==> src/hw/rtl/rbsi_pkg.sv <==
// ----------------------------------------------------------------------------
// rbsi_pkg
// shared types and constants for the ray / box slab intersection pipeline
// ----------------------------------------------------------------------------
package rbsi_pkg;

    localparam int COORD_WIDTH_DEF = 32;
    localparam int DATA_W          = 32;
    localparam int FRAC_BITS       = 16;
    localparam logic signed [DATA_W-1:0] ONE_Q = 32'sh0001_0000;

    // slab divider: 49-bit dividend magnitude by 32-bit divisor magnitude
    localparam int DIV_QW     = DATA_W;
    localparam int DIV_NW     = DATA_W + 1 + FRAC_BITS;
    localparam int DIV_HW     = DIV_NW - DIV_QW;
    localparam int DIV_STAGES = 8;
    localparam int DIV_BITS   = DIV_QW / DIV_STAGES;

    // setup, divider, slab select, combine, multiply, output
    localparam int STAGE_CNT = DIV_STAGES + 5;

    localparam int IN_FIELDS = 12;
    localparam int IN_W      = IN_FIELDS * DATA_W;
    localparam int OUT_W     = 136;

    typedef logic signed [DATA_W-1:0] coord_t;
    typedef logic [DIV_NW-1:0]        num_t;
    typedef logic [DIV_QW-1:0]        den_t;

    typedef struct packed {
        logic zero;
        logic spec_pos;
        logic qneg;
    } slab_flag_t;

    typedef struct packed {
        coord_t     [2:0] o;
        coord_t     [2:0] d;
        slab_flag_t [5:0] fl;
    } side_t;

endpackage

==> src/hw/rtl/rbsi_div.sv <==
// ----------------------------------------------------------------------------
// rbsi_div
// pipelined restoring divider, a few quotient bits per stage, with overflow
// ----------------------------------------------------------------------------
module rbsi_div
    import rbsi_pkg::*;
(
    input  logic                  clk,
    input  logic [DIV_STAGES-1:0] en,
    input  num_t                  num,
    input  den_t                  den,
    output logic [DIV_QW-1:0]     q,
    output logic                  ovf
);

    logic [DIV_STAGES-1:0][DIV_QW-1:0] rem_reg;
    logic [DIV_STAGES-1:0][DIV_QW-1:0] low_reg;
    den_t [DIV_STAGES-1:0]             den_reg;
    logic [DIV_STAGES-1:0]             ovf_reg;

    for (genvar s = 0; s < DIV_STAGES; s++)
    begin : g_stage
        logic [DIV_QW-1:0] rem_in;
        logic [DIV_QW-1:0] low_in;
        logic [DIV_QW-1:0] rem_next;
        logic [DIV_QW-1:0] low_next;
        den_t              den_next;
        logic              ovf_next;

        if (s == 0)
        begin : g_first
            assign rem_in   = DIV_QW'(num[DIV_NW-1:DIV_QW]);
            assign low_in   = num[DIV_QW-1:0];
            assign den_next = den;
            assign ovf_next = (DIV_QW'(num[DIV_NW-1:DIV_QW]) >= den);
        end
        else
        begin : g_rest
            assign rem_in   = rem_reg[s-1];
            assign low_in   = low_reg[s-1];
            assign den_next = den_reg[s-1];
            assign ovf_next = ovf_reg[s-1];
        end

        always_comb
        begin
            logic [DIV_QW:0]   r;
            logic [DIV_QW-1:0] rm;
            logic [DIV_QW-1:0] lw;
            logic              b;
            rm = rem_in;
            lw = low_in;
            for (int i = 0; i < DIV_BITS; i++)
            begin
                r = {rm, lw[DIV_QW-1]};
                b = (r >= {1'b0, den_next});
                if (b)
                begin
                    rm = DIV_QW'(r - {1'b0, den_next});
                end
                else
                begin
                    rm = r[DIV_QW-1:0];
                end
                lw = {lw[DIV_QW-2:0], b};
            end
            rem_next = rm;
            low_next = lw;
        end

        always_ff @(posedge clk)
        begin
            if (en[s])
            begin
                rem_reg[s] <= rem_next;
                low_reg[s] <= low_next;
                den_reg[s] <= den_next;
                ovf_reg[s] <= ovf_next;
            end
        end
    end

    assign q   = low_reg[DIV_STAGES-1];
    assign ovf = ovf_reg[DIV_STAGES-1];

endmodule

==> config.mk <==
export PLATFORM = sky130hd
export DESIGN_NAME = rbsi_div
export DESIGN_NICKNAME = d
export VERILOG_FILES = /design/src/hw/rtl/rbsi_pkg.sv /design/src/hw/rtl/rbsi_div.sv
export SDC_FILE = /design/constraint.sdc
export NUM_CORES = 2
export LEC_CHECK = 0
export BUFFER_PORTS_ARGS = -buffer_cell sky130_fd_sc_hd__buf_2
export CAP_MARGIN = 20
export CORE_MARGIN = 2
export CORE_UTILIZATION = 45
export CTS_CLUSTER_DIAMETER = 80
export DETAILED_ROUTE_END_ITERATION = 8
export HOLD_SLACK_MARGIN = 0.03
export PLACE_DENSITY = 0.58
export SKIP_LAST_GASP = 1
export SLEW_MARGIN = 20
export SYNTH_ARGS = -nofsm -noshare
export SYNTH_HDL_FRONTEND = slang
export SYNTH_SLANG_ARGS = --single-unit
==> constraint.sdc <==
create_clock -name clk -period 21.3 [get_ports clk]
set_input_delay 4.26 -clock clk [delete_from_list [all_inputs] [get_ports clk]]
set_output_delay 4.26 -clock clk [all_outputs]
set_load 0.02 [all_outputs]
* Word level (Yosys, flattened, before mapping)
Cells that the tools add are included.
** Storage, ports and cells
- Bits in registers :: 712
- Latch bits :: 0
- Memory bits (writable) :: 0
- Bits in read-only memories :: 0
- Input bits :: 90
- Output and inout bits :: 33
- Logic and storage cells :: 125
- Memories kept :: 0
** Cells by class
- $add $sub $neg :: 31
- Multiply operators :: 0
- Div/mod/pow operators :: 0
- $lt $le $gt $ge :: 33
- Equality and inequality tests :: 0
- Shifts and indexed selects :: 0
- Mux-type cells :: 31
- Bitwise operators :: 0
- Reductions and logical operators :: 0
** Operators by type and width (number)
- $ge A33 B32 Y1 :: 31
- $mux W32 :: 31
- $sub A32 B32 Y32 :: 30
- $ge A17 B32 Y1 :: 1
- $ge A18 B32 Y1 :: 1
- $sub A18 B32 Y32 :: 1

* Logic depth before layout (Yosys ltp)
- Depth in word-level cells :: 8
- Gate-level depth with buffers :: 62

* Worst setup path after synthesis
OpenSTA, ideal clock, no wires.
- Path type :: input -> register
- Start point :: in num[31]
- End point :: reg rem_reg (netlist bit g_stage[1].rem_in[23]) (data pin)
- Setup time :: 0.260 ns
- Data arrival time :: 15.518 ns
- Data required time :: 21.040 ns
- Setup slack :: 5.522 ns
- Stages on the path :: 58
- Path through :: inv_1 ha_1 inv_1 fa_1 a21o_1 a21o_1 a211oi_1 o21ai_0 a21oi_1 a21oi_1 o21ai_1 clkbuf_1 nand2_1 o21ai_0 ha_1 nor2b_1 o21a_1 o21ai_0 [22 not listed] clkbuf_1 buf_1 a21oi_1 ha_1 nor2b_1 o21ai_0 a21boi_0 o21a_1 o211ai_1 nand2_1 a31oi_1 o21a_1 a21o_1 nand2_1 a21o_1 a21oi_1 buf_2 mux2_2
** On the way
- Word-level cells in the longest chain between the ends :: 8
- Elaborated cells between the ends (all ways) :: 12
- Those cells by class :: add/sub (4); order compare (4); mux (4)
** RTL lines
- start, declared :: RTL line rbsi_div.sv:10 : input num_t num,
- $sub A18 B32 Y32 or $ge A18 B32 Y1 (tied branches) :: RTL line rbsi_div.sv:59, rbsi_div.sv:56
- $mux W32 (*) :: RTL line rbsi_div.sv:57 : if (b)
- $ge A33 B32 Y1 (*) :: RTL line rbsi_div.sv:56 : b = (r >= {1'b0, den_next});
- net g_stage[0].$12.lw[2] :: RTL line rbsi_div.sv:49 : logic [DIV_QW-1:0] lw;
- $mux W32 (*) :: RTL line rbsi_div.sv:57
- $ge A33 B32 Y1 (*) :: RTL line rbsi_div.sv:56
- net g_stage[0].$12.lw[1] :: RTL line rbsi_div.sv:49
- $mux W32 (*) :: RTL line rbsi_div.sv:57
- $sub A32 B32 Y32 or $ge A33 B32 Y1 (tied branches) :: RTL line rbsi_div.sv:59, rbsi_div.sv:56
- $mux W32 (*) :: RTL line rbsi_div.sv:57
- net g_stage[0].$12.rm[23] :: RTL line rbsi_div.sv:48 : logic [DIV_QW-1:0] rm;
- end signal, assigned by index :: RTL line rbsi_div.sv:75 : rem_reg[s] <= rem_next;
- end, declared :: RTL line rbsi_div.sv:16 : logic [DIV_STAGES-1:0][DIV_QW-1:0] rem_reg;
The timed path passes the listed nets; every way through them passes the cells marked *.
A chain may end at the register's enable or synchronous reset.

* Worst setup path in the final report
- Start point :: in den[1]
- End point :: reg rem_reg (netlist bit g_stage[1].rem_in[13]) (data pin)
** On the way
- Word-level cells in the longest chain between the ends :: 8
- Elaborated cells between the ends (all ways) :: 12
- Those cells by class :: add/sub (4); order compare (4); mux (4)
** RTL lines
- start, declared :: RTL line rbsi_div.sv:11 : input den_t den,
- $sub A18 B32 Y32 or $ge A18 B32 Y1 (tied branches) :: RTL line rbsi_div.sv:59, rbsi_div.sv:56
- $mux W32 :: RTL line rbsi_div.sv:57
- $sub A32 B32 Y32 or $ge A33 B32 Y1 (tied branches) :: RTL line rbsi_div.sv:59, rbsi_div.sv:56
- $mux W32 :: RTL line rbsi_div.sv:57
- $sub A32 B32 Y32 or $ge A33 B32 Y1 (tied branches) :: RTL line rbsi_div.sv:59, rbsi_div.sv:56
- $mux W32 :: RTL line rbsi_div.sv:57
- $sub A32 B32 Y32 or $ge A33 B32 Y1 (tied branches) :: RTL line rbsi_div.sv:59, rbsi_div.sv:56
- $mux W32 (*) :: RTL line rbsi_div.sv:57
- net g_stage[0].$12.rm[13] :: RTL line rbsi_div.sv:48
Marks and branches as above.

==> results.toml <==
[sta]
tns_ns = 0
rsz0062_at_grt = "no"
fin_crit_sh_pct = 84.4
tightest_slew_ns = 1.10
period_minus_slack_ns = 17.97
max_freq_mhz = 55.6
maxSlewHeadroom_pct = 26.4
final_hold_viol_count = 0
maxSlewViolCount = 0
setup_violations = 0
fin_skew_ns = 0.0281

[drt]
via_count = 70000
wl_met2_um = 127000
drc = 0
dr.pass1.iters = 6
routed.top_layer = "met5"
drt_first_iter_violations = 5586
wl_um = 265000
drt-vias-per-instance = 6.00
wl_met3_um = 11500
ant_nets = 0
wl_per_cell_um = 22.8
met1Wirelength_um = 114000

[setup_path]
cp_common_cell = "o21ai_0"
critPathLaunchType = "primary input"
cp.arrival_ns = 18.45
cpPeakStageDelay_ns = 0.65
crit_fanout = 38
setup.worst_path.end_class = "flop"
slowest_stage = "o41ai_1"
required_ns = 21.77
r2r_start = "g_stage[2].den_next[1]"
startpoint = "den[1]"
crit_type = "in -> reg"

[global_route]
globalRouteOverflowTotal = 0
grt_max_degree = 63
grt_pass1_wl_um = 399000
grt_pass1_vias = 67100
grtUsageTotal_pct = 28.3
antenna_found_initial = 4

[layout]
synthToLayoutAreaGrowth_pct = 8.04
finalNetCount = 10400
layout-drive-gt1-share_pct = 9.60

[synthesis]
synth_ff_type = "edfxtp_1"
syn-num-nets = 10300
ys_warn_count = 0
synthArstFlopShare_pct = 0
synth_cell_type_count = 93
netlist_instances = 9141
ys_seq_elements = 712
yosysMostFrequentCell = "ha_1"
syn_area_per_cell_um2 = 8.83
synth_top_cell_by_area = "edfxtp_1"
synthDominantCellAreaShare_pct = 26.5
synth_edf_count = 712
ys_seq_area_share_pct = 26.5
ys_top_cells_by_area = "edfxtp_1 (26%), ha_1 (16%), mux2_2 (6.4%), xnor2_1 (5.9%), a21oi_1 (5.6%)"
yosys-top-cells-count = "ha_1 (1027), a21oi_1 (909), edfxtp_1 (712)"
synth_area_um2 = 80700

[hold_path]
min_from = "g_stage[2].low_in[27]"
hold_class = "reg -> reg"

[cts]
cts_tree = "done"
cts_made_buffers = 92
cts_sinks = 712
post_cts_buffers = 0
max-clock-path-buffers = 3
clkTransAtPathRegs_ns = 0.06
clock_latency_ns = 0.74
root_buffer = "clkbuf_16"
cts_resized = 0
postCtsHoldBufs = 0
ctsHtreeMaxLevel = 3

[floorplan]
ioPinCount = 123
start_util_pct = 45.3
die_height_um = 428
core-area_um2 = 178000
num_rows = 155
dieArea_um2 = 183000
die_x_um = 428

[place]
portBuffers = 122
gp_congestion = 0.965
dp_hpwl_um = 218000

[flow_run]
drv_cap = 0

[outcome]
status = "complete, no violations"
metal layers:
| metal | GRT usage [%] | up-vias |
|---|---|---|
| li1 | - | 34300 |
| met1 | 36.1 | 33300 |
| met2 | 48.7 | 1873 |
| met3 | 2.59 | 444 |
| met4 | 12.5 | 2 |
| met5 | 0 | - |
per-stage QoR:
| step | hold slack (ns) | util [%] | setup slack [ns] | area, um^2 | cells |
|---|---|---|---|---|---|
| after floorplan | 0.400 | - | 5.52 | 80700 | 9141 |
| after global placement | 0.400 | 47.1 | 2.63 | 84000 | 11500 |
| after detailed placement | 0.405 | 47.1 | 2.78 | 84000 | 11500 |
| after CTS | 0.408 | 48.9 | 3.52 | 87200 | 11700 |
| after global routing | 0.415 | 48.9 | 1.99 | 87200 | 11700 |
| final | 0.411 | 48.9 | 3.33 | 87200 | 11700 |
placed cells by master (no fill, tap or decap), types with 110 or more instances in the layout:
cell      netlist  final
a21o_1        471    471
edfxtp_1      712    712
xnor2_1       546    546
nand2_1       617    616
inv_1         597    597
nand3_1       179    179
nand4_1       139    139
ha_1         1027   1027
nand2b_1      110    110
buf_2          32    115
o21bai_1      122    122
o21a_1        143    143
xor2_1        257    257
nor2_1        620    620
a21oi_1       909    908
nor3_1        146    146
mux2_2        457    457
o21ai_0       621    620
nor2b_1       134    132
kinds of logic after synthesis:
kind of cell | count (synthesis) | share of synthesized area (%)
and+or+nand+nor | 2273 | 13.5
buffers and inverters | 790 | 3.80
DFF | 712 | 26.5
muxes | 551 | 7.58
AOI/OAI and AO/OA | 2954 | 23.3
adders and majority gates | 1058 | 16.7
xor gates and xnor gates | 803 | 8.71
final timing paths:
kind / to / slack (ns) / cells after the start
worst max-delay path: g_stage[1].rem_in[13] / 3.33 / 53
worst min register to register: g_stage[3].low_in[31] / 0.41 / 0
worst max register to register: g_stage[3].rem_in[1] / 4.70 / 54
worst min-delay path: g_stage[3].low_in[31] / 0.41 / 0
critical path: cells and delay by family:
kind	cells	cell delay, ns
compound gates	34	9.34
buf+inv	8	2.01
fa+ha+maj	4	1.43
mux	2	0.75
simple gates	5	0.61
cell type report:
| type | count | area [um^2] |
|---|---|---|
| Multi-Input combinational cell | 7639 | 56400 |
| Antenna cell | 1 | 2.50 |
| Timing Repair Buffer | 169 | 1000 |
| Clock inverter | 63 | 786 |
| Clock buffer | 108 | 2400 |
| Fill cell | 17100 | 91200 |
| Inverter | 605 | 2270 |
| Sequential cell | 712 | 21400 |
| Tap cell | 2355 | 2950 |
Power is left out: the tool's default activity adds up to more than one toggle a clock period on the data nets, which glitch-free logic cannot reach.
