`config.mk`:
```
export PLATFORM = sky130hd
export DESIGN_NAME = rbsi_setup
export DESIGN_NICKNAME = d
export VERILOG_FILES = /design/src/hw/rtl/rbsi_pkg.sv /design/src/hw/rtl/rbsi_setup.sv
export SDC_FILE = /design/constraint.sdc
export NUM_CORES = 1
export LEC_CHECK = 0
export BUFFER_PORTS_ARGS = -buffer_cell sky130_fd_sc_hd__buf_2
export CORE_AREA = 2 2 421 423
export DETAILED_ROUTE_END_ITERATION = 6
export DIE_AREA = 0 0 423 425
export GPL_ROUTABILITY_DRIVEN = 0
export PLACE_DENSITY = 0.32
export SYNTH_ARGS = -nofsm -noshare
export SYNTH_HDL_FRONTEND = slang
export SYNTH_SLANG_ARGS = --single-unit
```
`constraint.sdc`:
```
create_clock -name vclk -period 9
set_input_delay 0.9 -clock vclk [all_inputs]
set_output_delay 0.9 -clock vclk [all_outputs]
set_load 0.02 [all_outputs]
```
`src/hw/rtl/rbsi_pkg.sv`:
```
// ----------------------------------------------------------------------------
// rbsi_pkg
// shared types and constants for the ray / box slab intersection pipeline
// ----------------------------------------------------------------------------
package rbsi_pkg;

    localparam int COORD_WIDTH_DEF = 32;
    localparam int DATA_W          = 32;
    localparam int FRAC_BITS       = 16;
    localparam logic signed [DATA_W-1:0] ONE_Q = 32'sh0001_0000;

    // slab divider: 49-bit dividend magnitude by 32-bit divisor magnitude
    localparam int DIV_QW     = DATA_W;
    localparam int DIV_NW     = DATA_W + 1 + FRAC_BITS;
    localparam int DIV_HW     = DIV_NW - DIV_QW;
    localparam int DIV_STAGES = 8;
    localparam int DIV_BITS   = DIV_QW / DIV_STAGES;

    // setup, divider, slab select, combine, multiply, output
    localparam int STAGE_CNT = DIV_STAGES + 5;

    localparam int IN_FIELDS = 12;
    localparam int IN_W      = IN_FIELDS * DATA_W;
    localparam int OUT_W     = 136;

    typedef logic signed [DATA_W-1:0] coord_t;
    typedef logic [DIV_NW-1:0]        num_t;
    typedef logic [DIV_QW-1:0]        den_t;

    typedef struct packed {
        logic zero;
        logic spec_pos;
        logic qneg;
    } slab_flag_t;

    typedef struct packed {
        coord_t     [2:0] o;
        coord_t     [2:0] d;
        slab_flag_t [5:0] fl;
    } side_t;

endpackage

```
`src/hw/rtl/rbsi_setup.sv`:
```
// ----------------------------------------------------------------------------
// rbsi_setup
// sign extension, near / far bound select and divider operand forming
// ----------------------------------------------------------------------------
module rbsi_setup
    import rbsi_pkg::*;
#(
    parameter int COORD_WIDTH = COORD_WIDTH_DEF
)
(
    input  coord_t [IN_FIELDS-1:0] fields,
    output num_t   [5:0]           num,
    output den_t   [5:0]           den,
    output side_t                  side
);

    localparam int CW = (COORD_WIDTH > DATA_W) ? DATA_W : COORD_WIDTH;
    localparam int SH = DATA_W - CW;

    coord_t [IN_FIELDS-1:0] sx;

    always_comb
    begin
        for (int i = 0; i < IN_FIELDS; i++)
        begin
            sx[i] = coord_t'($signed(fields[i] << SH) >>> SH);
        end
    end

    always_comb
    begin
        coord_t                  o;
        coord_t                  d;
        coord_t                  bnd;
        logic                    neg;
        logic signed [DATA_W:0]  diff;
        logic [DATA_W:0]         amag;
        den_t                    dmag;
        side = '0;
        num  = '0;
        den  = '0;
        for (int a = 0; a < 3; a++)
        begin
            o    = sx[a];
            d    = sx[3 + a];
            neg  = d[DATA_W-1];
            dmag = neg ? den_t'(-d) : den_t'(d);
            side.o[a] = o;
            side.d[a] = d;
            for (int n = 0; n < 2; n++)
            begin
                bnd  = (neg ^ (n == 1)) ? sx[9 + a] : sx[6 + a];
                diff = {bnd[DATA_W-1], bnd} - {o[DATA_W-1], o};
                amag = diff[DATA_W] ? (DATA_W+1)'(-diff) : (DATA_W+1)'(diff);
                num[2*a + n] = {amag, {FRAC_BITS{1'b0}}};
                den[2*a + n] = dmag;
                side.fl[2*a + n].zero     = (d == '0);
                side.fl[2*a + n].spec_pos = (!diff[DATA_W] && (diff != '0))
                                            || ((diff == '0) && (n == 1));
                side.fl[2*a + n].qneg     = diff[DATA_W] ^ neg;
            end
        end
    end

endmodule

```
# Word-level counts from Yosys, hierarchy flattened

Index checks and enable logic that the tools add are counted.

Add/sub/neg operators: 15
$mul: 0
Div/mod/pow operators: 0
Order comparisons: 0
Equality and inequality tests: 0
Shift operators: 0
Mux-type cells: 15
Bitwise gates (word level): 6
Reductions and logical operators: 27

Operators with widths:

| operator                                       | count |
|---|---|
| 32-bit 2-to-1 mux                              | 9 |
| 33-bit 2-to-1 mux                              | 6 |
| 33-bit negator                                 | 6 |
| 33-bit nonzero test                            | 6 |
| 32-bit by 32-bit subtractor with 33-bit output | 6 |
| 33-bit zero test                               | 3 |
| 32-bit zero test                               | 3 |
| 32-bit negator                                 | 3 |
| 1-bit logical AND                              | 6 |
| 1-bit zero test                                | 6 |
| 1-bit bitwise XOR                              | 6 |
| 1-bit logical OR                               | 3 |

Register bits: 0
Latch bits: 0
Memory bits (writable): 0
Bits in read-only memories: 0
Input bits: 384
Output and inout port bits: 696
Logic and storage cells: 63
Memories kept: 0

# Logic depth before layout (Yosys ltp)

Gate-level depths: netlist (run 1).

Depth in word-level cells: 5
Mapped depth: 19
Gate-level depth less buffers: 14

# Least setup slack after synthesis (run 1)

OpenSTA, ideal clock, no wires.

Kind: in2out
Start: input port fields[127] (netlist name)
End: output port num[97] (netlist name)
Arrival time: 5.506 ns
Data required time: 8.100 ns
Setup slack: 2.594 ns
Stages on the path: 16
Path buffers: 3
Path through: clkbuf_1 -> clkbuf_1 -> buf_1 -> mux2i_1 -> ha_1 -> fa_1 -> nand2b_1 -> a21o_1 -> a31oi_1 -> o21ai_0 -> a21oi_1 -> or4b_2 -> nor4_4 -> and2_1 -> nand3_1 -> nor4b_1

RTL lines:

| element     | RTL line         | source |
|---|---|---|
| from (decl) | rbsi_setup.sv:11 | `input coord_t [IN_FIELDS-1:0] fields,` |
| to (decl)   | rbsi_setup.sv:12 | `output num_t [5:0] num,` |

==> impl_metrics.tcl, run 1 <==
set metrics [dict create \
    stdcell_area_sq_mm 0.02892 \
    viasPerCell 4.354 \
    fp.dieW_um 423 \
    track_usage_pct 16.70 \
    globalRouteOverflowTotal 0 \
    initial_utilization_pct 13.57 \
    slew_headroom_pct 20.54 \
    final_core_util_pct 16.49 \
    p_leak_nw 12.64 \
    ctsHoldBuffers 0 \
    post_cts_buffers 0 \
    tns_ns 0 \
    ant_nets 0 \
    nets 4614 \
    fp.dieH_um 425 \
    hold_ws_ns 2.033 \
    num_rows 154 \
    mostFrequentLayoutCells "981 x buf_2, 289 x xnor2_1, 237 x nand2_1" \
    num_io_pins 1080 \
    routedWlPerCell_um 25.23 \
    numPortBuffers 984 \
    grt_util_met1_pct 18.14 \
    final-setup-viol-count 0 \
    core_area_sq_mm 0.1753 \
    dpl.hpwl_um 143600 \
    yosysUniqueCellTypes 86 \
    seqCellArea_sq_um 0 \
    num_vias 27740 \
    drt_iter0_markers 1805 \
    period_share_pct 81.96 \
    min_from "fields[85]" \
    fillers 20470 \
    grt_pass1_wl_um 213900 \
    power.density_mw_per_mm2 138.2 \
    path_max_fanout 57 \
    power.total_mw 3.997 \
    max_freq_mhz 135.6 \
    critPathKind "input pin to primary output" \
    busiest_layer "met2" \
    worst_slack_ns 1.624 \
    grt_use_met3_pct 3.830 \
    met2_usage_pct 30.70 \
    syn_area_sq_mm 0.02379 \
    drive_gt1_share_pct 31.19 \
    yosys_warnings 0 \
    crit_path_start_kind "input pin" \
    layoutNonFillerInstCount 6371 \
    max_cap_violations 0 \
    status "completed" \
    drv_slew 0 \
    synthCells 3407 \
    clkbuf_count 0 \
    setup.worst_path.start "fields[159]" \
    required_ns 8.10 \
    layout_commonest_cell "buf_2" \
    hp-class "input pin to primary output" \
    wirelength_um 160700 \
    dp_slack_ns 1.731 \
    first_pass_iters 5 \
    worstPathArrival_ns 6.48 \
    layout_min_cycle_time_ns 7.376 \
    drc 0 \
    synthToLayoutAreaGrowth_pct 21.55 \
    grt_pass1_vias 26030 \
    ir_drop_mv 0.07580 \
    fp.dieArea_sq_mm 0.1798 \
    dpl-instance-area_sq_mm 0.02884 \
    worst_slew_pin_slew_ns 1.177 \
    setup.worst_path.end_class "primary output" \
    rsz0062_at_grt "false" \
    ys_seq_area_share_pct 0 \
    hold_viol 0 \
    grt_start_max_net_pins 67 \
    placed_cells 6341 \
    nFlopsAndLatches 0 \
    synth_area_per_cell_sq_um 6.983 \
    cts_resized 0 \
    antenna_found_initial 72 \
]
==> cell type report <==
cell class	count	area, sq um	area share, %
inverters	162	608.1	2.103
multi-input cells	2835	20210	69.90
repair buffers	1004	5095	17.62
well taps	2340	2928	10.12
diodes	30	75.07	0.2596
==> Yosys cell counts (9+ instances only) <==
library cell    n  share of area [%]
nand4_1        47                1.2
o31a_1         15               0.55
nor2b_1        29               0.76
a21boi_0       12               0.38
or2_2          24               0.63
mux2i_1        26                1.1
xnor2_1       289                 11
or4_1          28               0.88
a221oi_1        9               0.33
o311ai_0       11               0.40
nor3_1         72                1.5
nand3_1        62                1.3
o41ai_1        17               0.63
a31oi_1        49                1.3
nand3b_1       11               0.35
mux2_2        182                8.6
o211ai_1       35                1.1
o31ai_1        57                1.8
buf_4         390                 12
nor4_1         31               0.82
and4_1         15               0.55
ha_1          221                 12
a211oi_1       40                1.3
a221o_1        12               0.50
and3_1         26               0.68
nor3b_1        18               0.57
buf_1          16               0.25
inv_1         161                2.5
o2111ai_1      13               0.48
clkbuf_1       98                1.5
o21ai_0       194                4.1
nand2b_1       53                1.4
nor2_1        225                3.5
o21a_1         37                1.2
a2111oi_0       9               0.33
nand2_1       237                3.7
o21bai_1       25               0.79
a21o_1         60                1.9
xor2_1         99                3.6
and2_1         35               0.92
or3_1          43                1.1
a21oi_1       232                4.9
==> report_power, final <==
group | internal [mW] | switching (mW) | leakage [nW]
registers | 0 | 0 | 0
clock network | 0.000000436 | 0 | 0.000190
logic | 1.28 | 2.72 | 12.6
total | 1.28 | 2.72 | 12.6
==> layer usage <==
metal  vias to the layer above  wire length, um
met5                         -              150
met3                       206            11200
met4                        20             8263
li1                      13170                -
met1                     13280            59570
met2                      1068            81540
==> critical path, stage by stage <==
cell and delay, ns:
buf_4 0.50, buf_4 0.62, mux2_2 0.44, ha_1 0.43, a21o_1 0.24, a31oi_1 0.49, nor2_1 0.09, a211oi_1 0.37
o21ai_0 0.15, or3_1 0.34, a2111oi_0 0.41, buf_4 0.20, and4bb_2 0.27, nand4_1 0.09, nor3b_1 0.55, buf_2 0.28
==> cells by family after synthesis <==
| logic type | synth area share (%) |
|---|---|
| AOI/OAI and AO/OA | 25.80 |
| and+or+nand+nor | 21.38 |
| muxes | 9.708 |
| buffers and inverters | 16.68 |
| other | 0.01576 |
| adders and majority gates | 12.13 |
| xor gates and xnor gates | 14.28 |
==> final timing paths <==
| check | end | slack (ns) | cells past startpoint |
|---|---|---|---|
| setup / recovery | num[146] | 1.62 | 16 |
| hold / removal | side[199] | 2.03 | 2 |
Power figures use the tool's default switching activity.
==> inputs of run 2 (changes only) <==
==> constraint.sdc (replaced) <==
create_clock -name vclk -period 7.47
set_input_delay 0.747 -clock vclk [all_inputs]
set_output_delay 0.747 -clock vclk [all_outputs]
set_load 0.02 [all_outputs]
==> run 2 against run 1 <==
Core utilization up 0.069 points. Final area up 0.42%. Cell count up 0.24%. Sequential share of layout area unchanged. Via count down 0.17%. Flip-flop and latch count unchanged. Non-clock buffer count up 19. First-iteration DRC count up 1.2%. Wire length up 0.13%. Global-route usage about the same. Critical path depth unchanged. Combinational power up 21%. Highest routed layer unchanged.
==> impl_metrics.tcl, run 2 (synthesis results as in run 1) <==
set metrics [dict create \
    drt-met1-wl_um 59820 \
    drv_slew 0 \
    power.density_mw_per_mm2 166.4 \
    worst_slew_pin_slew_ns 1.138 \
    fp.dieH_um 425 \
    wl_met3_um 10310 \
    layout_commonest_cell "buf_2" \
    required_ns 6.72 \
    path_max_fanout 48 \
    top_layer_used "met5" \
    track_usage_pct 16.68 \
    period_share_pct 91.83 \
    globalRouteOverflowTotal 0 \
    crit_path_start_kind "input pin" \
    max_cap_violations 0 \
    ant_nets 0 \
    rsz0062_at_grt "false" \
    routedWlPerCell_um 25.20 \
    stdcell_area_sq_mm 0.02904 \
    core_area_sq_mm 0.1753 \
    num_vias 27690 \
    initial_utilization_pct 13.57 \
    fp.dieW_um 423 \
    drt_iter0_markers 1826 \
    drc 0 \
    clkbuf_count 0 \
    critPathKind "input pin to primary output" \
    fillers 20440 \
    seqCellArea_sq_um 0 \
    nets 4633 \
    tns_ns 0 \
    hold_viol 0 \
    num_io_pins 1080 \
    wirelength_um 160900 \
    setup.worst_path.end_class "primary output" \
    worstPathArrival_ns 6.11 \
    ctsHoldBuffers 0 \
    post_cts_buffers 0 \
    mostFrequentLayoutCells "981 x buf_2, 289 x xnor2_1, 237 x nand2_1" \
    final-setup-viol-count 0 \
    hold_ws_ns 1.728 \
    numPortBuffers 984 \
    p_leak_nw 12.73 \
    ir_drop_mv 0.09433 \
    grt_start_max_net_pins 49 \
    grt_pass1_wl_um 213500 \
    first_pass_iters 5 \
    synthToLayoutAreaGrowth_pct 22.06 \
    multi_input_area_sq_mm 0.02020 \
    placed_cells 6360 \
    layoutNonFillerInstCount 6386 \
    viasPerCell 4.336 \
    grt_pass1_vias 26230 \
    nFlopsAndLatches 0 \
    slew_headroom_pct 23.97 \
    dpl-instance-area_sq_mm 0.02897 \
    antenna_found_initial 56 \
    status "completed" \
    hp-class "input pin to primary output" \
    layout_min_cycle_time_ns 6.860 \
    fp.dieArea_sq_mm 0.1798 \
    num_rows 154 \
    dp_slack_ns 0.5398 \
    max_freq_mhz 145.8 \
    dpl.hpwl_um 144700 \
    drive_gt1_share_pct 31.47 \
    met2WireLength_um 81980 \
    cts_resized 0 \
    worst_slack_ns 0.6101 \
]
==> run 2: area by class of cell <==
cell class | count | share of cell area [%]
multi-input cells | 2835 | 69.56
repair buffers | 1023 | 18.04
inverters | 162 | 2.094
diodes | 26 | 0.2241
well taps | 2340 | 10.08
==> run 2: routing by layer <==
layer / GRT usage [%] / up-vias
li1: - / 13200
met4: 7.533 / 16
met1: 18.12 / 13300
met2: 31.00 / 1005
met3: 3.298 / 167
met5: 0 / -
==> run 2: power breakdown <==
| part | leakage [nW] | switching (mW) | internal [mW] |
|---|---|---|---|
| Clock | 0.000165 | 0 | 0.000000328 |
| Combinational | 12.7 | 3.27 | 1.56 |
| Sequential | 0 | 0 | 0 |
| Total | 12.7 | 3.27 | 1.56 |
==> run 2: worst max-delay path, cell delays in order <==
cell      delay, ns
buf_4          0.51
buf_4          0.40
mux2_2         0.40
ha_1           0.21
a21oi_1        0.17
o21ai_0        0.26
a32o_1         0.36
or2_2          0.32
a221o_1        0.34
o31ai_1        0.30
or2_2          0.18
a31o_2         0.41
clkinv_1       0.13
buf_4          0.23
xnor2_1        0.78
buf_2          0.31
==> run 2: metrics by stage <==
stage	total power [mW]	util (%)
after floorplan	3.137	-
after global placement	4.886	16.52
after detailed placement	4.855	16.52
after CTS	4.881	16.52
after global routing	5.165	16.54
final	4.831	16.56
==> run 2: path summary, 6_finish.rpt <==
path | from | to | slack, ns | cells after the start
worst min-delay path | fields[89] | side[203] | 1.73 | 2
worst max-delay path | fields[127] | side[3] | 0.61 | 16
