## config.mk

```make
export PLATFORM = sky130hd
export DESIGN_NAME = rbsi_slab_comb
export DESIGN_NICKNAME = d
export VERILOG_FILES = /design/src/hw/rtl/rbsi_pkg.sv /design/src/hw/rtl/rbsi_slab_comb.sv
export SDC_FILE = /design/constraint.sdc
export NUM_CORES = 1
export LEC_CHECK = 0
export ABC_AREA = 0
export BUFFER_PORTS_ARGS = -buffer_cell sky130_fd_sc_hd__buf_2
export CORE_ASPECT_RATIO = 1.5
export CORE_MARGIN = 10
export CORE_UTILIZATION = 51
export CTS_CLUSTER_DIAMETER = 30
export DETAILED_ROUTE_END_ITERATION = 7
export PLACE_DENSITY = 0.84
export SLEW_MARGIN = 20
export SYNTH_ARGS = -nofsm -noshare
export SYNTH_HDL_FRONTEND = slang
export SYNTH_SLANG_ARGS = --single-unit
```

## constraint.sdc

```tcl
create_clock -name clk -period 7.16 [get_ports clk]
set_input_delay 1.432 -clock clk [delete_from_list [all_inputs] [get_ports clk]]
set_output_delay 1.432 -clock clk [all_outputs]
set_load 0.01 [all_outputs]
```

## src/hw/rtl/rbsi_pkg.sv

```systemverilog
// ----------------------------------------------------------------------------
// rbsi_pkg
// shared types and constants for the ray / box slab intersection pipeline
// ----------------------------------------------------------------------------
package rbsi_pkg;

    localparam int COORD_WIDTH_DEF = 32;
    localparam int DATA_W          = 32;
    localparam int FRAC_BITS       = 16;
    localparam logic signed [DATA_W-1:0] ONE_Q = 32'sh0001_0000;

    // slab divider: 49-bit dividend magnitude by 32-bit divisor magnitude
    localparam int DIV_QW     = DATA_W;
    localparam int DIV_NW     = DATA_W + 1 + FRAC_BITS;
    localparam int DIV_HW     = DIV_NW - DIV_QW;
    localparam int DIV_STAGES = 8;
    localparam int DIV_BITS   = DIV_QW / DIV_STAGES;

    // setup, divider, slab select, combine, multiply, output
    localparam int STAGE_CNT = DIV_STAGES + 5;

    localparam int IN_FIELDS = 12;
    localparam int IN_W      = IN_FIELDS * DATA_W;
    localparam int OUT_W     = 136;

    typedef logic signed [DATA_W-1:0] coord_t;
    typedef logic [DIV_NW-1:0]        num_t;
    typedef logic [DIV_QW-1:0]        den_t;

    typedef struct packed {
        logic zero;
        logic spec_pos;
        logic qneg;
    } slab_flag_t;

    typedef struct packed {
        coord_t     [2:0] o;
        coord_t     [2:0] d;
        slab_flag_t [5:0] fl;
    } side_t;

endpackage

```

## src/hw/rtl/rbsi_slab_comb.sv

```systemverilog
// ----------------------------------------------------------------------------
// rbsi_slab_comb
// slab parameter saturation and per-axis interval combine into a hit flag
// ----------------------------------------------------------------------------
module rbsi_slab_comb
    import rbsi_pkg::*;
#(
    parameter int COORD_WIDTH = COORD_WIDTH_DEF
)
(
    input  logic                   clk,
    input  logic [1:0]             en,
    input  logic [5:0][DIV_QW-1:0] q,
    input  logic [5:0]             ovf,
    input  side_t                  side,
    output logic                   hit,
    output coord_t                 tmin,
    output coord_t [2:0]           o,
    output coord_t [2:0]           d
);

    localparam int CW = (COORD_WIDTH > DATA_W) ? DATA_W : COORD_WIDTH;
    localparam logic signed [63:0] TMAX_L = (64'sd1 <<< (CW - 1)) - 64'sd1;
    localparam logic signed [63:0] TMIN_L = -TMAX_L - 64'sd1;

    coord_t [5:0] t_next;
    coord_t [5:0] t_reg;
    coord_t [2:0] o1_reg;
    coord_t [2:0] d1_reg;

    logic   hit_next;
    coord_t tmin_next;
    logic   hit_reg;
    coord_t tmin_reg;
    coord_t [2:0] o2_reg;
    coord_t [2:0] d2_reg;

    always_comb
    begin
        logic signed [63:0] sv;
        for (int j = 0; j < 6; j++)
        begin
            sv = side.fl[j].qneg ? -$signed({32'b0, q[j]}) : $signed({32'b0, q[j]});
            if (side.fl[j].zero)
            begin
                t_next[j] = side.fl[j].spec_pos ? coord_t'(TMAX_L) : coord_t'(-TMAX_L);
            end
            else if (ovf[j] || (sv > TMAX_L) || (sv < TMIN_L))
            begin
                t_next[j] = side.fl[j].qneg ? coord_t'(TMIN_L) : coord_t'(TMAX_L);
            end
            else
            begin
                t_next[j] = coord_t'(sv);
            end
        end
    end

    always_ff @(posedge clk)
    begin
        if (en[0])
        begin
            t_reg  <= t_next;
            o1_reg <= side.o;
            d1_reg <= side.d;
        end
    end

    always_comb
    begin
        coord_t lo;
        coord_t hi;
        logic   ok;
        lo = t_reg[0];
        hi = t_reg[1];
        ok = 1'b1;
        for (int a = 1; a < 3; a++)
        begin
            if ((lo > t_reg[2*a + 1]) || (t_reg[2*a] > hi))
            begin
                ok = 1'b0;
            end
            if (t_reg[2*a] > lo)
            begin
                lo = t_reg[2*a];
            end
            if (t_reg[2*a + 1] < hi)
            begin
                hi = t_reg[2*a + 1];
            end
        end
        hit_next  = ok && (lo < ONE_Q) && (hi > 0);
        tmin_next = lo;
    end

    always_ff @(posedge clk)
    begin
        if (en[1])
        begin
            hit_reg  <= hit_next;
            tmin_reg <= tmin_next;
            o2_reg   <= o1_reg;
            d2_reg   <= d1_reg;
        end
    end

    assign hit  = hit_reg;
    assign tmin = tmin_reg;
    assign o    = o2_reg;
    assign d    = d2_reg;

endmodule

```

======== Word-level counts from Yosys, hierarchy flattened ========
Cells that the tools add are included.
word-level totals
  output and inout port bits .............. 225
  word-level logic and storage cells ...... 100
  register bits after elaboration ......... 609
  bits of input ports ..................... 411
operators by class
  $lt $le $gt $ge ......................... 22
  $add $sub $neg .......................... 6
  reduce and logical (&&, ||, !) cells .... 16
  mux-type cells .......................... 36
operators by type and width
  cell                                                  number
  2-to-1 mux 32 bit                                     28
  > comparator 64 x 32 -> 1 bit, second input constant  6
  < comparator 64 x 32 -> 1 bit, second input constant  6
  2-to-1 mux 64 bit                                     6
  negator 32 -> 64 bit                                  6
  > comparator 32 bit                                   6
  < comparator 32 bit                                   2
  > comparator 32 x 1 -> 1 bit, second input constant   1
  < comparator 32 x 18 -> 1 bit, second input constant  1
  logical OR 1 bit                                      14
  logical AND 1 bit                                     2
  2-to-1 mux 1 bit                                      2

======== Longest topological paths before layout ========
Gate-level depths: netlist of the first run.
  depth in word-level cells ............... 7
  gate-level depth with buffers ........... 25
  mapped depth without buffers ............ 22

======== Worst setup path after synthesis of the first run ========
Ideal clock, no wire load.
  path type ............................... reg-to-reg
  start ................................... register t_reg[95] in the netlist's numbering
  end ..................................... register tmin_reg[18], in the netlist tmin[18], data pin
  setup time .............................. 0.260 ns
  period minus slack after synthesis ...... 5.156 ns
  cell stages (with the launch flop) ...... 23
  buffers on the path ..................... 3
  slack ................................... 2.004 ns
  required time ........................... 6.900 ns
  arrival ................................. 4.896 ns
  cells stage by stage .................... edfxtp_1 -> ha_1 -> nand4_1 -> or4_1 -> a31o_1 -> and3_1 -> clkbuf_1 -> nor2_4 -> clkbuf_1 -> nand2_1 -> o21ai_0 -> inv_1 -> ha_1 -> a21o_1 -> a21o_1 -> a21oi_1 -> o21ai_0 -> a211o_1 -> a21oi_1 -> o221ai_1 -> nor2_4 -> buf_4 -> mux2_2
on the way
  cells in the longest elaborated chain, start to end .. 4
ends and longest elaborated chain
  item                    line                   text
  start, declared         rbsi_slab_comb.sv:27   coord_t [5:0] t_reg;
  start signal, assigned  rbsi_slab_comb.sv:63   t_reg <= t_next;
  > comparator 32 bit     rbsi_slab_comb.sv:83   if (t_reg[2*a] > lo)
  2-to-1 mux 32 bit (*)   rbsi_slab_comb.sv:83
  > comparator 32 bit     rbsi_slab_comb.sv:83
  2-to-1 mux 32 bit (*)   rbsi_slab_comb.sv:83
  via tmin_next[18]       rbsi_slab_comb.sv:32   coord_t tmin_next;
  end signal, assigned    rbsi_slab_comb.sv:101  tmin_reg <= tmin_next;
  end, declared           rbsi_slab_comb.sv:34   coord_t tmin_reg;
The timed path passes the listed nets; every way through them passes the cells marked *.
A chain may end at the register's enable or synchronous reset.

======== Worst setup path after layout of the first run ========
  start ................................... register t_reg[95] in the netlist's numbering
  end ..................................... register tmin_reg[8], in the netlist tmin[8], data pin
The elaborated chain is that of the path after synthesis.

==> reports/metrics.yaml, run 1 <==
outcome:
  status: "completed"
worst_hold_path:
  hp-class: "flip-flop to flip-flop"
sta:
  setup_violations: 0
  tightest_slew_ns: 1.10
  relSlewSlack: 0.269
  skew_ns: 0.0236
  final.setup.tns_ns: 0
  finalCriticalPeriod_ns: 6.48
  slew_viol_final: 0
  timing.final.crit_share: 0.905
  finalHoldViolations: 0
  rsz0062_at_grt: "false"
  clock.fmax_ghz: 0.154
cts:
  htreeDepth: 3
  clock_path_buffers: 3
  clkTransAtPathRegs_ns: 0.07
  hold_buffers: 0
  cts_tree: "built"
  post_cts_buffers: 0
  cts_root_buf: "clkbuf_16"
  cts.sink_count: 609
  clk_latency_ns: 0.65
  cts.repair.resized: 0
  numCtsBuffers: 86
detailed_routing:
  wl_met2_um: 61500
  first_iter_violations: 2677
  drt-met1-wl_um: 41200
  wl_um: 122000
  met3WireLength_um: 9540
  highest_layer: "met5"
  routedWlPerCell_um: 25.6
  vias: 29208
  drc: 0
  viasPerCell: 6.13
  dr.pass1.iters: 6
  postRouteAntennaNets: 0
die:
  start_util: 0.513
  die_y_um: 337
  ios: 636
  die_x_um: 231
  rows: 116
  core_um2: 66500
  fp.dieArea_um2: 77900
worst_setup_path:
  critPathRequiredTime_ns: 7.54
  r2r_slack_ns: 0.68
  cpMostUsedCell: "a21o_1"
  critPathSlowestCell: "nor2_4"
  crit_fanout: 43
  cp_top_family: "simple AND/OR/NAND/NOR gates"
  cp-start-kind: "flip-flop"
  critical_path_class: "flip-flop to flip-flop"
  slowest_delay_ns: 0.69
  crit_buf_inv: 3
  cp-end-kind: "flip-flop"
  crit_arrival_ns: 6.86
  cp_cell_sequence: "ha_1 -> nand4_1 -> or4_1 -> a31o_1 -> and3_1 -> nor2_4 -> buf_4 -> nand2_1 -> o21ai_0 -> inv_1 -> ha_1 -> a21o_1 -> a21o_1 -> a21oi_1 -> o21ai_0 -> a21o_1 -> a221oi_1 -> o211ai_1 -> o221ai_1 -> nor2_4 -> buf_12 -> mux2_2"
grt:
  grt_use_total: 0.300
  antenna_found_initial: 42
  overflow: 0
  grt_max_degree: 175
  grt_pass1_wl_um: 176000
  first_global_vias: 28063
logic_synthesis:
  synth.distinct_cells: 91
  synth_most_common_cell: "edfxtp_1"
  synth_fp_nets: 3849
  yosys.area.top_type_share: 0.536
  yosys_most_used_dff: "edfxtp_1"
  seq_area_frac_synth: 0.536
  syn_area_um2: 34100
  yosysTopAreaCell: "edfxtp_1"
  synthTopCellsByCount: "edfxtp_1, a21oi_1, nor2_1"
  netlist_instances: 3174
  synth-seq-cells: 609
  yosys_warnings: 0
  async_flop_share: 0
  synth_edf_count: 609
  synthTopCellsByArea: "edfxtp_1, ha_1, a21oi_1"
  avgSynthCellArea_um2: 10.8
pwr:
  total_power_mw: 11.4
  power_density_nw_per_um2: 277
  peakVddDrop_mv: 0.224
  p_leak_nw: 16.8
placed_design:
  place_congestion: 1.08
  hpwl_um: 92100
  port_buffers: 635
layout:
  synthToLayoutAreaGrowth_pct: 20.7
  fillers: 5418
  num-nets-final: 4456
  largest_reg_flops: 192
  drive_gt1_frac: 0.236
flow_run:
  drv_cap: 0
cells by family after synthesis:
group	synth area share
simple gates	0.153
compound gates	0.148
flops	0.536
buf+inv	0.0412
fa+ha+maj	0.0968
mux	0.0184
xor+xnor	0.00744
worst register-to-register path, stage by stage, from the launching register on:
cell      delay (ns)
edfxtp_1        0.42
ha_1            0.38
nand4_1         0.19
or4_1           0.60
a31o_1          0.22
and3_1          0.29
nor2_4          0.69
buf_4           0.37
nand2_1         0.08
o21ai_0         0.19
inv_1           0.10
ha_1            0.31
a21o_1          0.12
a21o_1          0.10
a21oi_1         0.07
o21ai_0         0.34
a21o_1          0.20
a221oi_1        0.09
o211ai_1        0.20
o221ai_1        0.21
nor2_4          0.43
buf_12          0.24
mux2_2          0.38
stage by stage:
stage	instances	instance area, um^2	util	hold slack [ns]	setup WS (ns)
floorplan	3174	34100	-	0.400	2.00
global placement	4578	38000	0.572	0.400	0.963
detailed placement	4578	38100	0.573	0.405	0.783
CTS	4738	41100	0.619	0.411	0.772
global route	4757	41200	0.619	0.416	0.268
finish	4768	41200	0.620	0.410	0.682
worst paths after layout:
check             start      end  cells after the start
max reg2reg   t_reg[95]  tmin[8]                     22
min          d1_reg[53]    d[53]                      0
min reg2reg  d1_reg[53]    d[53]                      0
max           t_reg[95]  tmin[8]                     22
layout make-up:
| class | count | area (um^2) | share of cell area |
|---|---|---|---|
| repair buffers | 651 | 3380 | 0.0821 |
| diodes | 30 | 75.1 | 0.00182 |
| multi-input cells | 2215 | 14500 | 0.351 |
| flip-flops and latches | 609 | 18300 | 0.444 |
| clock inverters | 72 | 897 | 0.0218 |
| inverters | 218 | 818 | 0.0199 |
| well taps | 885 | 1110 | 0.0269 |
| clock buffers | 88 | 2160 | 0.0524 |
power by group:
part,internal (mW),switching (mW)
sequential,4.35,0.297
combinational,0.926,1.46
clock,2.49,1.86
total,7.77,3.62
routing by layer:
| layer | vias up | track usage |
|---|---|---|
| met5 | - | 0 |
| met4 | 6 | 0.207 |
| met3 | 450 | 0.0629 |
| met2 | 1696 | 0.532 |
| met1 | 13771 | 0.314 |
| li1 | 13285 | - |
placed cells by master (no fill, tap or decap), types with 70 or more instances in the layout:
master,netlist,routed
buf_2,8,633
edfxtp_1,609,609
a21oi_1,318,318
nor2_1,266,266
ha_1,264,264
nand2_1,246,245
inv_1,216,216
o21ai_0,174,174
nor3_1,159,158
clkbuf_16,0,86
nor4_1,70,70
No activity file was read; power rests on OpenSTA's default activity.
==> run 2, diff against run 1 <==
- CORE_MARGIN: 10 -> default
- PLACE_DENSITY: 0.84 -> 0.87
- REMOVE_ABC_BUFFERS: default -> 1
- clock period: 7.16 -> 5.9 ns (I/O delays scaled with it)
==> reports/metrics.yaml, run 2 (synthesis gave the netlist of run 1 again) <==
outcome:
  status: "completed"  # unchanged
layout:
  num-nets-final: 4513  # was 4,456
  largest_reg_flops: 192  # unchanged
  drive_gt1_frac: 0.248  # was 0.236
  final_common_cell: "buf_2"  # unchanged
  final_area_um2: 41600  # was 41,200 um^2
  instances_no_fill: 4804  # was 4,768
  synthToLayoutAreaGrowth_pct: 22.0  # was 20.7%
  fillers: 5286  # was 5,418
  mostFrequentLayoutCells: "buf_2, edfxtp_1, a21oi_1"  # unchanged
sta:
  tightest_slew_ns: 1.07  # was 1.10 ns
  clock.fmax_ghz: 0.175  # was 0.154 GHz
  timing.final.crit_share: 0.969  # was 0.905
  holdWs_ns: 0.403  # was 0.410 ns
  setup_violations: 0  # unchanged
  relSlewSlack: 0.279  # was 0.269
  skew_ns: 0.0210  # was 0.0236 ns
  finalHoldViolations: 0  # unchanged
  finalCriticalPeriod_ns: 5.72  # was 6.48 ns
  slew_viol_final: 0  # unchanged
die:
  fp.dieArea_um2: 68000  # was 77,900 um^2
  die_y_um: 319  # was 337 um
  ios: 636  # unchanged
  core_um2: 65900  # was 66,500 um^2
  die_x_um: 213  # was 231 um
  start_util: 0.518  # was 0.513
  rows: 115  # was 116
detailed_routing:
  postRouteAntennaNets: 0  # unchanged
  drc: 0  # unchanged
  first_iter_violations: 2963  # was 2,677
  routedWlPerCell_um: 24.7  # was 25.6 um
  wl_um: 119000  # was 122,000 um
  vias: 29320  # was 29,208
  dr.pass1.iters: 6  # unchanged
  viasPerCell: 6.10  # was 6.13
placed_design:
  hpwl_um: 90700  # was 92,100 um
  postPlaceCellArea_um2: 38400  # was 38,100 um^2
  place_congestion: 1.06  # was 1.08
  place_inst: 4620  # was 4,578
  port_buffers: 635  # unchanged
cts:
  cts_tree: "built"  # unchanged
  cts_root_buf: "clkbuf_16"  # unchanged
  clkTransAtPathRegs_ns: 0.06  # was 0.07 ns
  clk_latency_ns: 0.65  # about the same
  hold_buffers: 0  # unchanged
  numCtsBuffers: 87  # was 86
  cts.sink_count: 609  # unchanged
  clock_path_buffers: 3  # unchanged
  htreeDepth: 3  # unchanged
grt:
  grt_use_met1: 0.357  # was 0.314
  overflow: 0  # unchanged
  antenna_found_initial: 34  # was 42
  top_usage_layer: "met2"  # unchanged
  grt_pass1_wl_um: 170000  # was 176,000 um
  met3_usage: 0.0776  # was 0.0629
  grt_use_total: 0.344  # was 0.300
  grt_max_degree: 141  # was 175
  grt_use_met2: 0.590  # was 0.532
  first_global_vias: 27486  # was 28,063
worst_setup_path:
  critPathSlowestCell: "or4_1"  # was nor2_4
  critPathRequiredTime_ns: 6.29  # was 7.54 ns
  crit_buf_inv: 2  # was 3
  slowest_delay_ns: 0.57  # was 0.69 ns
  cp-end-kind: "flip-flop"  # unchanged
  cp_cell_sequence: "ha_1 -> nand4_1 -> or4_1 -> a31o_1 -> and3_1 -> nor2_4 -> buf_4 -> nand2_1 -> o21ai_0 -> inv_1 -> ha_1 -> a21o_1 -> a21o_1 -> a21oi_1 -> o21ai_0 -> a211o_1 -> a21oi_1 -> o221ai_2 -> nor2_4 -> mux2_2"  # was ha_1 -> nand4_1 -> or4_1 -> a31o_1 -> and3_1 -> nor2_4 -> buf_4 -> nand2_1 -> o21ai_0 -> inv_1 -> ha_1 -> a21o_1 -> a21o_1 -> a21oi_1 -> o21ai_0 -> a21o_1 -> a221oi_1 -> o211ai_1 -> o221ai_1 -> nor2_4 -> buf_12 -> mux2_2
  cp_top_family: "simple AND/OR/NAND/NOR gates"  # unchanged
  crit_fanout: 16  # was 43
  cp-start-kind: "flip-flop"  # unchanged
  crit_arrival_ns: 6.11  # was 6.86 ns
  critical_path_class: "flip-flop to flip-flop"  # unchanged
pwr:
  seq_power_share: 0.402  # was 0.408
  switchingPower_mw: 4.40  # was 3.62 mW
  total_power_mw: 14.1  # was 11.4 mW
  power_density_nw_per_um2: 338  # was 277 nW/um^2
  switching_share: 0.313  # was 0.318
  peakVddDrop_mv: 0.256  # was 0.224 mV
  p_leak_nw: 17.1  # was 16.8 nW
  power.internal_mw: 9.65  # was 7.77 mW
  pwr-share-comb: 0.220  # was 0.210
  pwr-share-clk: 0.378  # was 0.382
worst_hold_path:
  hp-class: "flip-flop to flip-flop"  # unchanged
flow_run:
  drv_cap: 0  # unchanged
run 2: cell types whose count changed in the layout (fill, tap and decap cells not counted), sizes merged:
cell	change
nor2	+1
clkbuf	+2
diode	-16
bufinv	+3
clkinvlp	+3
clkinv	-4
buf	+55
run 2: cell type report:
class                      count  area [um^2]  area share
sequential                   609        18300       0.439
multi-input combinational   2216        14500       0.348
timing repair buffer         706         3830      0.0919
clock buffer                  90         2190      0.0526
tap                          877         1100      0.0264
clock inverter                74          878      0.0211
inverter                     218          818      0.0197
antenna                       14         35.0    0.000842
run 2: per-stage QoR:
step / util / TNS (ns) / setup slack (ns)
after global placement: 0.583 / 0 / 0.0698
after floorplan: - / 0 / 0.327
after CTS: 0.629 / 0 / 0.0117
final: 0.632 / 0 / 0.181
after global routing: 0.631 / -1.20 / -0.0919
after detailed placement: 0.583 / -0.00533 / -0.00359
run 2: metal layers:
layer / wire, um / vias up
met5: 105 / -
met4: 10600 / 14
met3: 11000 / 485
met2: 59000 / 1755
met1: 38200 / 13688
li1: - / 13378
run 2: path summary, 6_finish.rpt:
check | end | start | slack, ns | depth (start not counted)
min | o[4] | o1_reg[4] | 0.40 | 0
max reg2reg | tmin[4] | t_reg[95] | 0.18 | 20
max | tmin[4] | t_reg[95] | 0.18 | 20
min reg2reg | o[4] | o1_reg[4] | 0.40 | 0
run 2: repair_timing:
action	in CTS	in global routing
endpoints found under the setup margin	31	33
gates resized for setup	0	11
endpoints found under the hold margin	0	0
gates cloned	0	1
buffers inserted	0	4
pin swaps	2	3
run 2: power groups by stage:
stage	registers, mW	clock network (mW)	logic, mW
after floorplan	5.59	0	1.59
after global placement	5.70	0	2.86
after detailed placement	5.71	0	2.92
after CTS	5.64	5.37	2.95
after global routing	5.66	5.54	3.38
final	5.65	5.31	3.10
